==> src/rtl/gde_pkg.sv <==
// Shared types, command codes and exponential tables for the Gaussian density evaluator.
package gde_pkg;

  localparam int MaxDim = 8;
  localparam int IdxW   = 3;

  // Configuration register indexes.
  localparam logic CFG_DIM      = 1'b0;
  localparam logic CFG_INV_NORM = 1'b1;

  // Input item commands.
  localparam logic [1:0] CMD_LOAD_MEAN = 2'd0;
  localparam logic [1:0] CMD_LOAD_PREC = 2'd1;
  localparam logic [1:0] CMD_COORD     = 2'd2;

  typedef enum logic [3:0] {
    OP_NONE, OP_LDMEAN, OP_LDPREC, OP_CENT, OP_M1, OP_M2, OP_M3,
    OP_TERM, OP_ACC, OP_EXP0, OP_EXP1, OP_SCALE, OP_OUT
  } dp_op_t;

  typedef struct packed {
    dp_op_t            op;
    logic [IdxW-1:0]   rd_row;
    logic [IdxW-1:0]   rd_col;
    logic [IdxW-1:0]   idx_j;
    logic [IdxW-1:0]   idx_i;
    logic              diag;
    logic [2:0]        scale_b;
  } dp_cmd_t;

  // e^-(k/16) in Q1.32, k = 0..16.
  localparam logic [32:0] FRAC_TAB [17] = '{
    33'd4294967296, 33'd4034748382, 33'd3790295335, 33'd3560652950, 33'd3344923893,
    33'd3142265200, 33'd2951884975, 33'd2773039306, 33'd2605029347, 33'd2447198598,
    33'd2298930330, 33'd2159645183, 33'd2028798896, 33'd1905880184, 33'd1790408741,
    33'd1681933360, 33'd1580030169
  };

  // e^-1, e^-2, e^-4, e^-8, e^-16 in Q0.32.
  localparam logic [31:0] INT_TAB [5] = '{
    32'd1580030169, 32'd581260615, 32'd78665070, 32'd1440801, 32'd483
  };

endpackage

==> src/rtl/gde_ctrl.sv <==
// Sequencing state machine for the Gaussian density evaluator.
module gde_ctrl
  import gde_pkg::*;
(
  input  logic          clk,
  input  logic          rst_n,
  input  logic          in_valid,
  input  logic [1:0]    in_command,
  output logic          in_stall,
  output logic          out_valid,
  input  logic          out_stall,
  input  logic          cfg_wr,
  input  logic          cfg_index,
  input  logic [3:0]    cfg_dim,
  output dp_cmd_t       cmd
);

  typedef enum logic [3:0] {
    ST_IDLE, ST_M1, ST_M2, ST_M3, ST_TERM, ST_ACC, ST_EXP0, ST_EXP1, ST_SCALE, ST_OUT
  } state_t;

  state_t          state_r, state_nxt;
  logic [3:0]      dim_r, dim_nxt;
  logic [IdxW-1:0] cnt_r, cnt_nxt;
  logic [IdxW-1:0] i_r, i_nxt;
  logic            diag_r, diag_nxt;
  logic [2:0]      b_r, b_nxt;
  logic            out_valid_r, out_valid_nxt;
  logic [3:0]      dim_eff;
  logic [3:0]      cnt_inc;

  always_comb begin
    if (dim_r == 4'd0) dim_eff = 4'd1;
    else if (dim_r > 4'(MaxDim)) dim_eff = 4'(MaxDim);
    else dim_eff = dim_r;
  end

  assign cnt_inc = {1'b0, cnt_r} + 4'd1;

  always_comb begin
    state_nxt     = state_r;
    dim_nxt       = (cfg_wr && cfg_index == CFG_DIM) ? cfg_dim : dim_r;
    cnt_nxt       = cnt_r;
    i_nxt         = i_r;
    diag_nxt      = diag_r;
    b_nxt         = b_r;
    out_valid_nxt = out_valid_r && out_stall;
    cmd.op        = OP_NONE;
    case (state_r)
      ST_IDLE: begin
        if (in_valid) begin
          case (in_command)
            CMD_LOAD_MEAN: cmd.op = OP_LDMEAN;
            CMD_LOAD_PREC: cmd.op = OP_LDPREC;
            CMD_COORD: begin
              cmd.op    = OP_CENT;
              diag_nxt  = 1'b1;
              i_nxt     = '0;
              state_nxt = ST_M1;
            end
            default: cmd.op = OP_NONE;
          endcase
        end
      end
      ST_M1:   begin cmd.op = OP_M1;   state_nxt = ST_M2;   end
      ST_M2:   begin cmd.op = OP_M2;   state_nxt = ST_M3;   end
      ST_M3:   begin cmd.op = OP_M3;   state_nxt = ST_TERM; end
      ST_TERM: begin cmd.op = OP_TERM; state_nxt = ST_ACC;  end
      ST_ACC: begin
        cmd.op = OP_ACC;
        if (diag_r && cnt_r != '0) begin
          diag_nxt  = 1'b0;
          state_nxt = ST_M1;
        end else if (!diag_r && ({1'b0, i_r} + 4'd1) < {1'b0, cnt_r}) begin
          i_nxt     = i_r + 3'd1;
          state_nxt = ST_M1;
        end else if (cnt_inc >= dim_eff) begin
          state_nxt = ST_EXP0;
        end else begin
          cnt_nxt   = cnt_r + 3'd1;
          state_nxt = ST_IDLE;
        end
      end
      ST_EXP0: begin cmd.op = OP_EXP0; state_nxt = ST_EXP1; end
      ST_EXP1: begin
        cmd.op    = OP_EXP1;
        b_nxt     = '0;
        state_nxt = ST_SCALE;
      end
      ST_SCALE: begin
        cmd.op = OP_SCALE;
        b_nxt  = b_r + 3'd1;
        if (b_r == 3'd4) state_nxt = ST_OUT;
      end
      ST_OUT: begin
        if (!out_valid_r || !out_stall) begin
          cmd.op        = OP_OUT;
          out_valid_nxt = 1'b1;
          cnt_nxt       = '0;
          state_nxt     = ST_IDLE;
        end
      end
      default: state_nxt = ST_IDLE;
    endcase
    cmd.rd_row  = diag_nxt ? cnt_r : i_nxt;
    cmd.rd_col  = cnt_r;
    cmd.idx_j   = cnt_r;
    cmd.idx_i   = i_r;
    cmd.diag    = diag_r;
    cmd.scale_b = b_r;
  end

  assign in_stall    = (state_r != ST_IDLE);
  assign out_valid   = out_valid_r;

  always_ff @(posedge clk) begin
    if (!rst_n) begin
      state_r     <= ST_IDLE;
      dim_r       <= 4'd1;
      cnt_r       <= '0;
      i_r         <= '0;
      diag_r      <= 1'b0;
      b_r         <= '0;
      out_valid_r <= 1'b0;
    end else begin
      state_r     <= state_nxt;
      dim_r       <= dim_nxt;
      cnt_r       <= cnt_nxt;
      i_r         <= i_nxt;
      diag_r      <= diag_nxt;
      b_r         <= b_nxt;
      out_valid_r <= out_valid_nxt;
    end
  end

endmodule

==> config.mk <==
export PLATFORM = sky130hd
export DESIGN_NAME = gde_ctrl
export DESIGN_NICKNAME = d
export VERILOG_FILES = /design/src/rtl/gde_pkg.sv /design/src/rtl/gde_ctrl.sv
export SDC_FILE = /design/constraint.sdc
export NUM_CORES = 1
export LEC_CHECK = 0
export BUFFER_PORTS_ARGS = -buffer_cell sky130_fd_sc_hd__buf_4
export CAP_MARGIN = 20
export CORE_MARGIN = 4
export CORE_UTILIZATION = 42
export DETAILED_ROUTE_END_ITERATION = 7
export HOLD_SLACK_MARGIN = 0.05
export PLACE_DENSITY = 0.77
export SETUP_SLACK_MARGIN = 0.02
export SYNTH_ARGS = -nofsm -noshare
export SYNTH_HDL_FRONTEND = slang
export SYNTH_SLANG_ARGS = --single-unit
==> constraint.sdc <==
create_clock -name clk -period 6.47 [get_ports clk]
set_input_delay 1.294 -clock clk [delete_from_list [all_inputs] [get_ports clk]]
set_output_delay 1.294 -clock clk [all_outputs]
set_load 0.1 [all_outputs]
==> metrics <==
Area growth syn-to-layout 17.89%; CTS sink count 19; layout cells sized above 1 26.02%; register bit total from synthesis 19; largest net degree at the start of global routing 24; Net Count, Synth 195; Yosys warning count 0; via count 1218; Root Buffer Master clkbuf_4; worst-margin pin slew 0.5093 ns; leading area contributor after synthesis dfxtp_1; Post-synth EDFFs 0; Antenna Cells 0; First-pass DRT Iterations 4; PD cells 196.8 nW/um2; clk_skew roughly 0.0058 ns; critical path class input port to output port; static leakage 0.0006991 uW; vias in the first global route 1091; DP Worst Slack 2.509 ns; library cells used by synthesis 42; Post-DP HPWL 2.218 mm; RSZ-0062 raised after global routing no; Avg WL per Cell 11.92 um; Port Buf Inserts 33; status finished clean; CTS tree yes; Worst Path Max Fanout 4; Num CTS Buffers 3; Net count, final between 200 and 250; residual DRC count 0; top post-synthesis cells by area dfxtp_1, ha_1, mux2i_1, nand2_1, a21oi_1; min setup slack post-route between 2 and 3 ns; Post-Synthesis Cells 171; boundary pin count 34; Startpoint Class input port; Worst-Skew Late Latency 0.30 ns; grt ovf 0; Max Freq 252.6 MHz; total track usage 14.23%; Netlist Area Pre-Place 1413 um2; initial DRC count 83; R2R Path Start cnt_r[0]; async set-or-reset flop fraction in the synthesized netlist 0%; post_cts resized 0; normalized max-slew margin roughly 66%; worst endpoint required time 5.18 ns; Final Slew Violations 0; global-route wire length before repair 4.933 mm; Worst Hold Class flop to flop; cell count of the worst reg-to-reg path 7; WHS 0.4862 ns; crit path capture type output port; max_cap viols 0; min Tclk post-route 3.959 ns; ys flop type dfxtp_1; row cnt 20; Clock Path Buffers 2; syn_area_per_cell 8.261 um2; Peak VDD IR 0.00009685 V; CP Capture Point cmd[13]; post-route ant nets 0; Die Wd around 66 um; Total Routed Length ~2.9 mm; Final Hold Fails 0; Worst Setup SP in_command[0]; initial cell density of the core 45.16%; reg2reg end cnt_r[2]; Post-CTS Setup Bufs 0; CTS hold repair buffers 0; Setup Viol. Count Final 0; Yosys top cell area share 26.93%; R2R Setup Slk 4.27 ns; Die ar. 4355 um2; H-tree depth 1; register area share after synthesis 26.93%; CTS clock-pin slew for the worst setup and hold paths around 0.1 ns; final period utilization 61.19%; DIE HEIGHT 66.00 um; DR vias/cell 5.075; Setup TNS 0 ns; antenna violations before repair 0; core area approximately 3100 um2; placer's final routability congestion estimate about 0.84; CP Data Arrival Time between 2 and 3 ns
==> where the power goes <==
part           internal, uW  switching, uW  total [uW]
registers               121           10.1         132
logic                  39.0           96.4         135
clock network          24.0           36.8        60.8
total                   184            143         328
==> area by class of cell <==
| class | count | area (um2) |
|---|---|---|
| sequential | 19 | 380.4 |
| timing repair buffer | 33 | 247.7 |
| multi-input combinational | 130 | 918.4 |
| clock buffer | 4 | 26.28 |
| inverter | 10 | 37.54 |
| fill | 306 | 1463 |
| tap | 44 | 55.05 |
==> kinds of logic after synthesis <==
logic type,Yosys count,share of synthesized area [%]
and+or+nand+nor,68,26.75
AOI/OAI and AO/OA,36,17.63
buffers and inverters,22,8.060
DFF,19,26.93
adders and majority gates,12,10.63
muxes,11,8.149
xor gates and xnor gates,3,1.860
==> layer usage <==
| layer | up-vias | GRT usage [%] | part of all wire, % |
|---|---|---|---|
| li1 | 638 | - | - |
| met1 | 547 | 19.53 | 48 |
| met2 | 28 | 22.15 | 46 |
| met3 | 5 | 3.912 | 5.6 |
| met4 | 0 | 3.046 | 0.80 |
| met5 | - | 0 | 0 |
==> sequential cells by signal, indices dropped and copies added, names as in the netlist <==
signal,count
state_r,4
cnt_r,3
dim_r,4
out_valid,1
i_r,3
b_r,3
diag_r,1
==> critical path, cell delays in order <==
cell and delay (ns):
buf_4 0.11, inv_1 0.05, ha_1 0.17, nand4b_2 0.18, a22oi_2 0.26, mux2_2 0.37, buf_4 0.23
==> Yosys cell counts (2+ instances only) <==
cell type	number
ha_1	12
o21ai_0	8
mux2i_1	7
o211ai_1	2
clkbuf_1	5
or2_2	2
xor2_1	3
buf_4	4
mux2_2	4
inv_1	10
dfxtp_1	19
nor2b_1	8
and2_1	4
nand2b_1	7
o21a_1	3
nor2_1	11
o21ai_1	2
buf_6	2
a21oi_1	10
nand3_1	10
nand2_1	17
==> stage by stage <==
| step | cell area (um2) | total power, uW | cells | utilization [%] |
|---|---|---|---|---|
| 6_report | 1665 | 327.7 | 240 | 53.24 |
| 5_1_grt | 1665 | 344.1 | 240 | 53.24 |
| 3_3_place_gp | 1639 | 269.3 | 236 | 52.40 |
| 4_1_cts | 1665 | 329.4 | 240 | 53.24 |
| 2_1_floorplan | 1413 | 247.4 | 171 | - |
| 3_5_place_dp | 1639 | 269.7 | 236 | 52.40 |
==> how the worst min path moves through the flow <==
stage | from | to | slack (ns) | depth (start not counted)
after floorplan | dim_r[0] | dim_r[0] | 0.44 | 2
after global placement | dim_r[0] | dim_r[0] | 0.46 | 2
after detailed placement | dim_r[0] | dim_r[0] | 0.47 | 2
after CTS | dim_r[0] | dim_r[0] | 0.49 | 2
after global routing | dim_r[0] | dim_r[0] | 0.53 | 2
final | dim_r[0] | dim_r[0] | 0.49 | 2
==> placed cells by master, fill, tap and decap left out, types with 3 or more instances in the layout <==
cell type	n
clkbuf_4	3
nand2_1	17
nor2_1	11
nand2b_1	7
a21oi_1	10
mux2i_1	7
inv_1	10
buf_4	33
xor2_1	3
mux2_2	4
o21ai_0	8
dfxtp_1	19
o21a_1	3
and2_1	4
nor2b_1	8
nand3_1	10
ha_1	12
Note: power is estimated with default switching activity, not from simulation.
